==> src/rtl/lpht_pkg.sv <==
// lpht_pkg: item types, function and status codes for the linear probe hash table
// no dependencies; imported by every module of the block
package lpht_pkg;

  localparam int KEY_BITS = 16;
  localparam int VAL_BITS = 32;
  localparam int OCC_BITS = 9;

  localparam logic FN_LOOKUP = 1'b0;
  localparam logic FN_INSERT = 1'b1;

  localparam logic [1:0] ST_HIT  = 2'd0;
  localparam logic [1:0] ST_MISS = 2'd1;
  localparam logic [1:0] ST_FULL = 2'd2;

  typedef struct packed {
    logic                func;
    logic [KEY_BITS-1:0] key;
    logic [VAL_BITS-1:0] value;
  } lpht_req_t;

  typedef struct packed {
    logic [1:0]          status;
    logic [VAL_BITS-1:0] value_out;
    logic [OCC_BITS-1:0] occupied;
  } lpht_rsp_t;

  // classified item: request plus its home slot
  typedef struct packed {
    lpht_req_t           req;
    logic [KEY_BITS-1:0] start;
  } lpht_job_t;

endpackage

==> src/rtl/lpht_front.sv <==
// lpht_front: accepts items and computes the home slot key mod SLOTS
// two register stages, reciprocal multiply then multiply-subtract; uses lpht_pkg
module lpht_front #(
  parameter int SLOTS = 256
) (
  input  logic              clk,
  input  logic              rst,
  input  logic              hold,
  input  logic              req_valid,
  output logic              req_stall,
  input  lpht_pkg::lpht_req_t req,
  output logic              job_valid,
  input  logic              job_stall,
  output lpht_pkg::lpht_job_t job
);
  import lpht_pkg::*;

  localparam logic [63:0] RECIP_W = ((64'd1 << 32) + 64'(SLOTS) - 64'd1) / 64'(SLOTS);
  localparam logic [32:0] RECIP = RECIP_W[32:0];

  logic        s1_valid;
  lpht_req_t   s1_req;
  logic [48:0] s1_prod;
  logic        s2_valid;
  lpht_job_t   s2_job;

  logic        s1_ready;
  logic        s2_ready;
  logic [15:0] quot;
  logic [32:0] qmul;
  logic [32:0] rem;

  assign s2_ready  = !s2_valid || !job_stall;
  assign s1_ready  = !s1_valid || s2_ready;
  assign req_stall = !s1_ready || hold;
  assign job_valid = s2_valid;
  assign job       = s2_job;

  assign quot = s1_prod[47:32];
  assign qmul = 33'(quot) * 33'(SLOTS);
  assign rem  = 33'(s1_req.key) - qmul;

  always_ff @(posedge clk) begin
    if (rst) begin
      s1_valid <= 1'b0;
      s2_valid <= 1'b0;
    end else begin
      if (s2_ready) s2_valid <= s1_valid;
      if (s1_ready) s1_valid <= req_valid && !hold;
    end
    if (s1_ready) begin
      s1_req  <= req;
      s1_prod <= 49'(req.key) * 49'(RECIP);
    end
    if (s2_ready) begin
      s2_job.req   <= s1_req;
      s2_job.start <= rem[KEY_BITS-1:0];
    end
  end

endmodule

==> config.mk <==
export PLATFORM = sky130hd
export DESIGN_NAME = lpht_front
export DESIGN_NICKNAME = d
export VERILOG_FILES = /design/src/rtl/lpht_pkg.sv /design/src/rtl/lpht_front.sv
export SDC_FILE = /design/constraint.sdc
export NUM_CORES = 1
export LEC_CHECK = 0
export BUFFER_PORTS_ARGS = -buffer_cell sky130_fd_sc_hd__buf_2
export CORE_MARGIN = 3
export CORE_UTILIZATION = 51
export CTS_CLUSTER_DIAMETER = 150
export DETAILED_ROUTE_END_ITERATION = 12
export MAX_ROUTING_LAYER = met4
export PLACE_DENSITY = 0.83
export SLEW_MARGIN = 0
export SYNTH_ARGS = -nofsm -noshare
export SYNTH_HDL_FRONTEND = slang
export SYNTH_SLANG_ARGS = --single-unit
==> constraint.sdc <==
create_clock -name clk -period 5.2 [get_ports clk]
set_input_delay 1.04 -clock clk [delete_from_list [all_inputs] [get_ports clk]]
set_output_delay 1.04 -clock clk [all_outputs]
set_load 0.005 [all_outputs]
Word-level counts from Yosys, hierarchy flattened
Cells that the tools add are included.

storage, ports and cells
  register bits after elaboration = 116
  input port bits = 54
  output and inout bits = 67
  logic and storage cells = 19

operators by class
  add/sub/neg operators = 1
  reduce and logical (&&, ||, !) cells = 9

operator list
  operator           count
  $sub 16x16->16     1
  $logic_not 1->1    5
  $logic_or 1x1->1   3
  $logic_and 1x1->1  1

Longest topological paths before layout
  word-level depth = 5
  depth in mapped cells = 2
  mapped depth without buffers = 2

Worst setup path after synthesis
No wires, ideal clock.

  kind = in2out
  from = in job_stall
  to = out req_stall
  arrival time = 2.059 ns
  data required time = 4.160 ns
  path slack = 2.101 ns
  stages on the path = 2
  path buffers = 0
  cell sequence = nand3_2 nand2b_1

on the way
  word-level cells in the longest chain between the ends = 5

ends and longest elaborated chain
  element             RTL line          RTL
  start: declaration  lpht_front.sv:13  input logic job_stall,
  $logic_not 1->1     lpht_front.sv:33  assign s2_ready = !s2_valid || !job_stall;
  $logic_or 1x1->1    lpht_front.sv:33
  $logic_or 1x1->1    lpht_front.sv:34  assign s1_ready = !s1_valid || s2_ready;
  $logic_not 1->1     lpht_front.sv:35  assign req_stall = !s1_ready || hold;
  $logic_or 1x1->1    lpht_front.sv:35
  end: declaration    lpht_front.sv:10  output logic req_stall,

Every way passes these cells.

Worst setup path after layout
  from = in job_stall
  to = out req_stall

on the way
  word-level cells in the longest chain between the ends = 5

ends and longest elaborated chain
  element           RTL line          RTL
  $logic_not 1->1   lpht_front.sv:33
  $logic_or 1x1->1  lpht_front.sv:33
  $logic_or 1x1->1  lpht_front.sv:34
  net s1_ready      lpht_front.sv:27  logic s1_ready;
  $logic_not 1->1   lpht_front.sv:35
  $logic_or 1x1->1  lpht_front.sv:35

The timed path passes the listed nets, and every way through them passes these cells.

==> impl_metrics.toml <==
[layout]
synthToLayoutAreaGrowth_pct = 23.79
finalNonFillerCells = 316
diodes = 0
drive_gt1_share_pct = 52.46
final_area_um2 = 3900
nNetsFinal = 293
nFillCells = 383

[die]
ioPinCount = 121
die_height_um = 84.60
fp.dieW_um = 84.60
core_um2 = 5743
die-area_um2 = 7156
row_count = 27
start_util_pct = 54.86

[clock_network]
cts_tree = "built"
clock_path_buffers = 2
htreeDepth = 3
clock_latency_ps = 340
cts-root-buf = "clkbuf_8"
ctsResizeCount = 0
holdBufCountCts = 0
path_clk_slew_ps = 90
cts_buffers = 9
clock-sinks = 100
post_cts_buffers = 0

[synthesis]
avgSynthCellArea_um2 = 25.41
ys_seq_elements = 100
synth_edf_count = 98
yosys-top-cells-area = "edfxtp_1 93%, buf_4 3.8%, dfxtp_1 1.3%"
synth-main-ff-cell = "edfxtp_1"
synth_area_um2 = 3151
synth.distinct_cells = 10
synth_cells = 124
synth_common_cells = "98 x edfxtp_1, 16 x buf_4, 2 x dfxtp_1, 2 x nand2b_1"
synth_largest_area_cell = "edfxtp_1"
synth_seq_area_share_pct = 94.68
synth-async-reset-ratio_pct = 0
yosysWarningCount = 0
synth.most_common_cell = "edfxtp_1"
synth_top_cell_area_share_pct = 93.41

[worst_hold_path]
hp-class = "reg -> reg"

[timing]
worstMarginPinSlew_ps = 1159
setup_viol = 0
tns_ps = 0
fmax_mhz = 407.1
min_period_over_period_pct = 47.24
fin_crit_ps = 2456
relSlewSlack_pct = 22.46
skew_ps = 6.865
hold_viol = 0
rsz0062_at_grt = "false"
finalMaxSlewViolations = 0

[worst_setup_path]
path_class = "in -> out"
endpoint_kind = "output port"
worstPathMaxFanout = 3
worstSetupStartpointType = "input port"
cp.arrival_ps = 1420
required_ps = 4160

[place]
dpl.cell_count = 300
dp.final_hpwl_mm = 3.423
dpl_cell_area_um2 = 3717
gp_congestion = 0.7193
place.port_buffers = 112

[detailed_routing]
final_antenna_net_count = 0
vias = 1452
wl_per_cell_um = 15.65
post-route-drc-count = 0
dr.first_iter.drc_count = 104
drtPass1Iterations = 4
wl_mm = 4.945
vias_per_cell = 4.595

[outcome]
status = "finished, final reports clean"

[power_and_ir_drop]
power_density_nw_per_um2 = 373.3
p_total_mw = 1.456
ir_worst_vdd_uv = 203.7
p_leak_nw = 1.628

[global_route]
antenna_found_initial = 0
grt_pass1_wl_mm = 7.486
grt_pass1_vias = 1506
overflow = 0
grt_usage_pct = 14.63
grt_max_degree = 51

[flow_run]
drv_cap = 0
cells in the final DEF, fill, tap and decap left out, drive strengths merged:
cell,Yosys,routed
edfxtp,98,98
a21oi,2,2
nand3,1,1
clkbuf,0,11
dfxtp,2,2
nand2,1,1
conb,1,8
nor2,1,1
bufinv,0,1
clkinv,0,3
buf,16,113
nand2b,2,2
inv,0,1
metrics by stage:
stage / setup slack (ps) / hold slack (ps) / util [%]
after detailed placement: 2732 / 404.5 / 64.73
after global routing: 2703 / 431.7 / 67.91
final: 2744 / 417.4 / 67.91
after CTS: 2731 / 423.5 / 67.91
after floorplan: 2101 / 400.3 / -
after global placement: 2754 / 400.2 / 64.73
final timing paths:
check	startpoint	endpoint	slack, ps	depth (start not counted)
setup reg to reg	job_valid$_SDFFE_PP0P_	job[17]$_DFFE_PP_	3590	1
hold / removal	s1_prod[34]$_DFFE_PP_	job[58]$_DFFE_PP_	420	0
hold reg to reg	s1_prod[34]$_DFFE_PP_	job[58]$_DFFE_PP_	420	0
setup / recovery	job_stall	req_stall	2740	4
kinds of logic (layout without fill, tap and decap cells):
logic type             count (synthesis)  in the layout  share of synthesized area (%)
other                                  1              8                         0.1190
DFF                                  100            100                          94.68
and+or+nand+nor                        5              5                         0.9529
AOI/OAI and AO/OA                      2              2                         0.4368
buffers and inverters                 16            129                          3.813
power breakdown:
| group | switching, mW | internal [mW] |
|---|---|---|
| Sequential | 0.0125 | 0.931 |
| Clock | 0.232 | 0.221 |
| Combinational | 0.0268 | 0.0326 |
sequential cells by signal, indices dropped and copies added (netlist names):
name and count:
job 49, s1_req 33, s1_prod 16, job_valid 1, s1_valid 1
metal layers:
layer	track usage (%)	part of all wire, %	routed length, um
met1	16.30	37	1850
met2	23.84	52	2581
met3	4.122	8.3	411
met4	7.914	2.1	102
met5	-	0	0
area by class of cell:
class                           instances  area [um^2]  area share [%]
Sequential cell                       100         2983           76.48
Timing Repair Buffer                  113        568.0           14.57
Clock buffer                           11        131.4           3.369
Tap cell                               72        90.09           2.310
Multi-Input combinational cell         15        76.32           1.957
Clock inverter                          5        51.30           1.315
critical path, stage by stage:
cell and delay (ps):
buf_2 110, nand3_2 80, nand2b_1 80, buf_2 100
(Power assumes the default switching activity.)
