--- src/rtl/lpht_pkg.sv ---
// lpht_pkg: item types, function and status codes for the linear probe hash table
// no dependencies; imported by every module of the block
package lpht_pkg;

  localparam int KEY_BITS = 16;
  localparam int VAL_BITS = 32;
  localparam int OCC_BITS = 9;

  localparam logic FN_LOOKUP = 1'b0;
  localparam logic FN_INSERT = 1'b1;

  localparam logic [1:0] ST_HIT  = 2'd0;
  localparam logic [1:0] ST_MISS = 2'd1;
  localparam logic [1:0] ST_FULL = 2'd2;

  typedef struct packed {
    logic                func;
    logic [KEY_BITS-1:0] key;
    logic [VAL_BITS-1:0] value;
  } lpht_req_t;

  typedef struct packed {
    logic [1:0]          status;
    logic [VAL_BITS-1:0] value_out;
    logic [OCC_BITS-1:0] occupied;
  } lpht_rsp_t;

  // classified item: request plus its home slot
  typedef struct packed {
    lpht_req_t           req;
    logic [KEY_BITS-1:0] start;
  } lpht_job_t;

endpackage

--- src/rtl/lpht_queue.sv ---
// lpht_queue: two-entry item queue between front and back
// uses lpht_pkg job type
module lpht_queue (
  input  logic              clk,
  input  logic              rst,
  input  logic              in_valid,
  output logic              in_stall,
  input  lpht_pkg::lpht_job_t in_job,
  output logic              out_valid,
  input  logic              out_stall,
  output lpht_pkg::lpht_job_t out_job
);
  import lpht_pkg::*;

  lpht_job_t  entries [2];
  logic       wr_ptr;
  logic       rd_ptr;
  logic [1:0] cnt;
  logic       push;
  logic       pop;

  assign in_stall  = (cnt == 2'd2);
  assign out_valid = (cnt != 2'd0);
  assign out_job   = entries[rd_ptr];
  assign push      = in_valid && !in_stall;
  assign pop       = out_valid && !out_stall;

  always_ff @(posedge clk) begin
    if (rst) begin
      wr_ptr <= 1'b0;
      rd_ptr <= 1'b0;
      cnt    <= 2'd0;
    end else begin
      if (push) wr_ptr <= !wr_ptr;
      if (pop) rd_ptr <= !rd_ptr;
      cnt <= cnt + 2'(push) - 2'(pop);
    end
    if (push) entries[wr_ptr] <= in_job;
  end

endmodule

--- config.mk ---
export PLATFORM = sky130hd
export DESIGN_NAME = lpht_queue
export DESIGN_NICKNAME = d
export VERILOG_FILES = /design/src/rtl/lpht_pkg.sv /design/src/rtl/lpht_queue.sv
export SDC_FILE = /design/constraint.sdc
export NUM_CORES = 1
export LEC_CHECK = 0
export BUFFER_PORTS_ARGS = -buffer_cell sky130_fd_sc_hd__buf_2
export CORE_UTILIZATION = 54
export CTS_BUF_LIST = sky130_fd_sc_hd__clkbuf_4
export DETAILED_ROUTE_END_ITERATION = 10
export GPL_TIMING_DRIVEN = 1
export PLACE_DENSITY = 0.88
export SLEW_MARGIN = 15
export SYNTH_ARGS = -nofsm -noshare
export SYNTH_HDL_FRONTEND = slang
export SYNTH_SLANG_ARGS = --single-unit
--- constraint.sdc ---
create_clock -name clk -period 3.57 [get_ports clk]
set_input_delay 0.1785 -clock clk [delete_from_list [all_inputs] [get_ports clk]]
set_output_delay 0.1785 -clock clk [all_outputs]
set_load 0.005 [all_outputs]
# ---- Word-level counts from Yosys, hierarchy flattened
# Memories as Yosys holds them, arrays and structs flattened. A register that Yosys moved wholly into a read port is not among the register bits.
# Cells that the tools add are included.
dict set report totals {
  word_cells 18
  mem_count 1
  mem_bits_rw 130
  register_bits 4
  output_inout_bits 67
}
dict set report op_classes {
  eq_ne 1
  mux 4
  n_addsub 2
  reduce_logical 7
}
# memory words width read_ports rd_clocked_by_memory_dff write_ports line
set mem_list {}
lappend mem_list {entries 2 65 1 1 1 lpht_queue.sv:15} ;# lpht_job_t entries [2];
# cell n
set op_table {}
lappend op_table {{1-bit zero test} 4}
lappend op_table {{1-bit 2-to-1 mux} 4}
lappend op_table {{2-bit by 1-bit adder with 2-bit output} 1}
lappend op_table {{2-bit equality test, second input constant} 1}
lappend op_table {{1-bit logical AND} 2}
lappend op_table {{2-bit nonzero test} 1}
lappend op_table {{2-bit by 1-bit subtractor with 2-bit output} 1}

# ---- Logic depth before layout (Yosys ltp)
# Gate-level depths: netlist (run 1).
dict set report depth {
  word_depth 5
  mapped_depth 8
  depth_no_buf 8
}

# ---- Worst setup path before layout (run 1)
# OpenSTA, ideal clock, no wires.
dict set report synth_timing {
  kind {flip-flop to flip-flop}
  start {register cnt[0]}
  end {memory entries[0][0] (netlist name) (enable)}
  arrival_ns 2.100
  setup_ns 0.419
  stages_incl_launch_ff 5
  setup_slack_ns 1.051
  required_time_ns 3.151
  path_cell_list {dfxtp_1 > nand2b_2 > inv_2 > or3_1 > inv_1}
}
dict set report synth_between {
  elab_chain_len 5
}
# element line
set synth_lines {}
lappend synth_lines {{start: declaration} lpht_queue.sv:18} ;# logic [1:0] cnt;
lappend synth_lines {{start signal: assignment} lpht_queue.sv:36} ;# cnt <= cnt + 2'(push) - 2'(pop);
lappend synth_lines {{2-bit equality test} lpht_queue.sv:22} ;# assign in_stall = (cnt == 2'd2);
lappend synth_lines {{named net in_stall} lpht_queue.sv:7} ;# output logic in_stall,
lappend synth_lines {{1-bit zero test} lpht_queue.sv:25} ;# assign push = in_valid && !in_stall;
lappend synth_lines {{1-bit logical AND} lpht_queue.sv:25}
lappend synth_lines {{1-bit 2-to-1 mux} lpht_queue.sv:38} ;# if (push) entries[wr_ptr] <= in_job;
lappend synth_lines {{1-bit 2-to-1 mux (not written as such)} lpht_queue.sv:38}
lappend synth_lines {{end: declaration} lpht_queue.sv:15}
# The timed path passes the listed nets, and every way through them passes these cells.

==> flow_summary.yaml, run 1 <==
outcome:
  status: "complete, but fails checks"
  failed_checks: "design-rule violations"
floorplan:
  std_cell_rows: 34
  coreArea_um2: 8810
  die_w_um: 97.6
  start_util_pct: 56.1
  die_area_um2: 9530
  die_h_um: 97.6
  boundaryPins: 136
placed_design:
  dp_hpwl_mm: 5.54
  gp_congestion: 0.668
  placed_area_um2: 5730
  io_buffers: 135
setup_path:
  crit_arrival_ns: 2.27
  crit_path_max_fanout: 32
  crit_type: "flip-flop to output pin"
  cpMaxStageDelayCell: "dfxtp_2"
  slowest_delay_ns: 0.82
  cp_num_buf_inv: 2
  crit_required_ns: 3.39
  critical_path.cell_chain: "buf_4, mux2_2, buf_2"
  path_delay_family: "flip-flops"
  crit_path_end_kind: "output pin"
  cp-start-kind: "flip-flop"
cts:
  clk_latency_ns: 0.50
  cts_buffers: 17
  htreeDepth: 4
  clk_path_buf_depth: 2
  cts.sinks: 135
  cts_tree: "built"
  cts_root_buffer: "clkbuf_4"
  cts.clk_slew.worst_paths_ns: 0.12
route:
  wirelength_mm: 9.60
  routedWlPerCell_um: 16.8
  ant_nets: 0
  routed-via-count: 2891
  drt-pass1-iter-count: 7
  drc: 18
  vias_per_cell: 5.06
  drt-initial-drc-count: 114
cells_and_area:
  num_antenna_cells: 0
  final_cell_mix: "buf_2 (135), edfxtp_1 (130), dlygate4sd3_1 (68)"
  fin_nets: 522
  layout_commonest_cell: "buf_2"
  area_growth_pct: 36.7
  final_layout_size_suffix_gt1_share_pct: 52.3
  design_area_um2: 6750
timing:
  fin_crit_ns: 2.45
  rsz0062_at_grt: "no"
  period_share_pct: 68.5
  slew_violations: 0
  slew_headroom_pct: 47.8
  finalSetupTns_ns: 0
  fin_worst_skew_ns: 0.0191
  max_freq_ghz: 0.409
  hold_violations: 0
  setup_violations: 0
  tightest_slew_ns: 0.783
synth:
  seq_area_frac_synth_pct: 81.1
  yosysWarnings: 0
  syn_nets: 301
  netlist_area_um2: 4940
  syn_avg_cell_area_um2: 21.5
  synth_seq_cells: 135
  synth_cell_types: 19
  syn_inst: 230
global_routing:
  grt_max_degree: 34
  grt_antenna_before_repair: 0
  grt_usage_pct: 21.2
  grt_pass1_wl_mm: 14.8
  grt_pass1_vias: 3155
  grt_overflow_total: 0
pwr:
  vdd_drop_max_mv: 0.407
  power_density_nw_per_um2: 611
  leakagePower_nw: 2.61
min_path:
  hold_class: "input port to flip-flop"
run:
  drv_cap: 0
-- flip-flops by register name, indices dropped and copies added, names as in the netlist, named ones only --
name and count:
wr_ptr 1, cnt 2, rd_ptr 1, entries 130
-- final timing paths --
kind / start / end / slack, ns / cells after the start
min reg2reg: wr_ptr / wr_ptr / 0.51 / 2
min: in_valid / wr_ptr / 0.1 / 4
max reg2reg: cnt[0] / entries[0][28] / 1.41 / 5
max: flip-flop / out_job[23] / 1.12 / 3
-- what timing repair did --
item	4_1_cts	5_1_grt
endpoints found under the setup margin	0	0
gates resized for setup	0	0
endpoints found under the hold margin	135	0
setup buffers	0	0
hold buffers	68	0
-- worst reg2reg max path, delay by kind of cell (launching register included) --
kind          cells  cell delay (ns)
buf+inv           3             0.98
flops             1             0.37
simple gates      2             0.50
-- cells in the mapped netlist, drive strengths merged --
| cell | number | area share, % |
|---|---|---|
| nand2 | 1 | 0.076 |
| nor2b | 1 | 0.13 |
| mux2 | 65 | 15 |
| buf | 7 | 1.4 |
| xor2 | 1 | 0.18 |
| or3 | 2 | 0.25 |
| and3 | 1 | 0.13 |
| a21oi | 3 | 0.30 |
| nand2b | 1 | 0.18 |
| nor2 | 3 | 0.23 |
| o21ai | 2 | 0.20 |
| dfxtp | 5 | 2.0 |
| inv | 5 | 0.38 |
| ha | 2 | 0.51 |
| edfxtp | 130 | 79 |
| xnor2 | 1 | 0.18 |
-- routing by layer --
metal / vias to the layer above / global-route usage [%] / wire length (um)
met1: 1406 / 22.2 / 3600
met3: 22 / 6.98 / 575
met2: 115 / 38.6 / 5170
li1: 1348 / - / -
met4: 0 / 9.44 / 244
met5: - / 0 / 0
-- logic make-up after synthesis --
group	count (synthesis)	share of synthesized area [%]
flops	135	81.1
mux	65	14.8
buf+inv	12	1.77
simple gates	9	0.988
compound gates	5	0.507
xor+xnor	2	0.355
fa+ha+maj	2	0.507
-- through the flow --
stage	hold WS [ns]	power, mW	setup WS, ns	utilization (%)	std cells
6_report	0.0974	4.13	1.12	76.7	571
5_1_grt	0.0888	4.30	0.943	76.7	571
4_1_cts	0.0717	4.15	1.03	76.7	571
3_5_place_dp	0.370	2.92	1.41	65.1	472
3_3_place_gp	0.366	2.89	1.50	65.1	472
2_1_floorplan	0.248	2.58	1.05	-	230
-- report_power, final --
part / total, mW / switching (mW) / internal, mW / leakage [nW]
logic: 0.879 / 0.391 / 0.487 / 1.17
clock network: 1.17 / 0.534 / 0.640 / 0.179
registers: 2.08 / 0.0930 / 1.98 / 1.26
total: 4.13 / 1.02 / 3.11 / 2.61
-- area by class of cell --
type                            count  area (um2)
Sequential cell                   135        4010
Multi-Input combinational cell     83         850
Clock inverter                     12         201
Fill cell                         511        2050
Timing Repair Buffer              209        1400
Clock buffer                       19         143
Tap cell                          108         135
Inverter                            5        18.8
Note: power is estimated with default switching activity, not from simulation.
==> inputs of run 2 (changes only) <==
==> constraint.sdc (replaced) <==
create_clock -name clk -period 2.3 [get_ports clk]
set_input_delay 0.115 -clock clk [delete_from_list [all_inputs] [get_ports clk]]
set_output_delay 0.115 -clock clk [all_outputs]
set_load 0.005 [all_outputs]
==> flow_summary.yaml, run 2 (synthesis results as in run 1) <==
floorplan:
  std_cell_rows: 34
  die_w_um: 97.6
  boundaryPins: 136
  coreArea_um2: 8810
  start_util_pct: 56.1
  die_h_um: 97.6
  die_area_um2: 9530
cts:
  cts_buffers: 17
  postCtsHoldBufs: 68
  cts_root_buffer: "clkbuf_4"
  cts.clk_slew.worst_paths_ns: 0.12
  cts_tree: "built"
  cts_resized: 0
  cts.sinks: 135
  clk_path_buf_depth: 2
  postCtsSetupBuffers: 0
  htreeDepth: 4
  clk_latency_ns: 0.49
global_routing:
  top_usage_layer: "met2"
  grt_pass1_wl_mm: 15.1
  grt_usage_pct: 21.4
  grt_antenna_before_repair: 0
  use_met1_pct: 23.0
  globalRouteMet3Util_pct: 5.83
  grt_max_degree: 37
  grtUsageMet2_pct: 39.3
  grt_overflow_total: 0
  grt_pass1_vias: 3105
route:
  vias_per_cell: 5.06
  drt-pass1-iter-count: 7
  drt-initial-drc-count: 128
  drc: 16
  routedWlPerCell_um: 16.8
  ant_nets: 0
  wirelength_mm: 9.60
  routed-via-count: 2899
timing:
  rsz0062_at_grt: "no"
  period_share_pct: 81.8
  slew_violations: 0
  tightest_slew_ns: 0.533
  setup_violations: 0
  slew_headroom_pct: 64.4
  hold_violations: 0
  finalSetupTns_ns: 0
  fin_worst_skew_ns: 0.0197
  max_freq_ghz: 0.532
  fin_crit_ns: 1.88
cells_and_area:
  reg_top3: "entries x130, cnt x2"
  num_antenna_cells: 0
  regMostFlops: "entries"
  final_layout_size_suffix_gt1_share_pct: 52.3
  design_area_um2: 6780
  final_cells: 573
  fin_nets: 523
  layout_commonest_cell: "buf_2"
  area_growth_pct: 37.3
  largest_reg_flops: 130
  final_cell_mix: "buf_2 (135), edfxtp_1 (130), dlygate4sd3_1 (68)"
placed_design:
  placed_area_um2: 5800
  io_buffers: 135
  gp_congestion: 0.683
  dp_hpwl_mm: 5.53
  placed_cells: 473
pwr:
  power_density_nw_per_um2: 919
  leakagePower_nw: 2.61
  vdd_drop_max_mv: 0.781
setup_path:
  crit_path_max_fanout: 36
  crit_path_end_kind: "output pin"
  crit_arrival_ns: 1.77
  cpMaxStageDelayCell: "buf_4"
  critical_path.cell_chain: "buf_4, mux2_2, buf_2"
  crit_required_ns: 2.18
  crit_type: "flip-flop to output pin"
  slowest_delay_ns: 0.40
  cp-start-kind: "flip-flop"
outcome:
  failed_checks: "design-rule violations"
  status: "complete, but fails checks"
min_path:
  hold_class: "input port to flip-flop"
run:
  drv_cap: 0
run 2: cell count changes in the layout (fill, tap and decap cells not counted), sizes merged:
cell / previous run / this run
inv: 6 / 4
buf: 141 / 142
bufinv: 5 / 3
clkinv: 4 / 9
run 2: layout make-up:
| cell class | count | area, um2 |
|---|---|---|
| clock buffers | 19 | 143 |
| multi-input cells | 83 | 850 |
| repair buffers | 210 | 1470 |
| fillers | 503 | 2020 |
| well taps | 108 | 135 |
| inverters | 5 | 22.5 |
| flip-flops and latches | 135 | 4010 |
| clock inverters | 13 | 156 |
run 2: report_power, final:
group	switching, mW	total, mW	internal (mW)
combinational	0.687	1.49	0.799
clock	0.810	1.58	0.774
sequential	0.0844	3.16	3.08
run 2: critical path: cells and delay by family, from the launching register on:
kind,cells,cell delay [ns]
buffers and inverters,2,0.54
multiplexers,1,0.39
flip-flops,1,0.34
run 2: path summary, 6_finish.rpt:
path	to	start	slack (ns)	depth (start not counted)
setup / recovery	out_job[64]	flip-flop	0.42	3
hold / removal	wr_ptr	in_valid	0.10	4
setup reg to reg	entries[0][19]	cnt[0]	0.47	5
hold reg to reg	rd_ptr	rd_ptr	0.54	2
run 2: routing by layer:
metal,wire length (um),up-vias
li1,-,1358
met1,3580,1400
met2,5240,122
met3,594,19
met4,193,0
met5,0,-
run 2: per-stage QoR:
stage | hold WS [ns] | setup slack [ns] | util [%] | power [mW]
floorplan | 0.184 | 0.273 | - | 4.00
global placement | 0.303 | 0.565 | 65.9 | 4.53
detailed placement | 0.306 | 0.518 | 65.9 | 4.59
CTS | 0.0194 | 0.359 | 77.0 | 6.25
global route | 0.0488 | 0.280 | 77.0 | 6.51
finish | 0.100 | 0.419 | 77.0 | 6.23
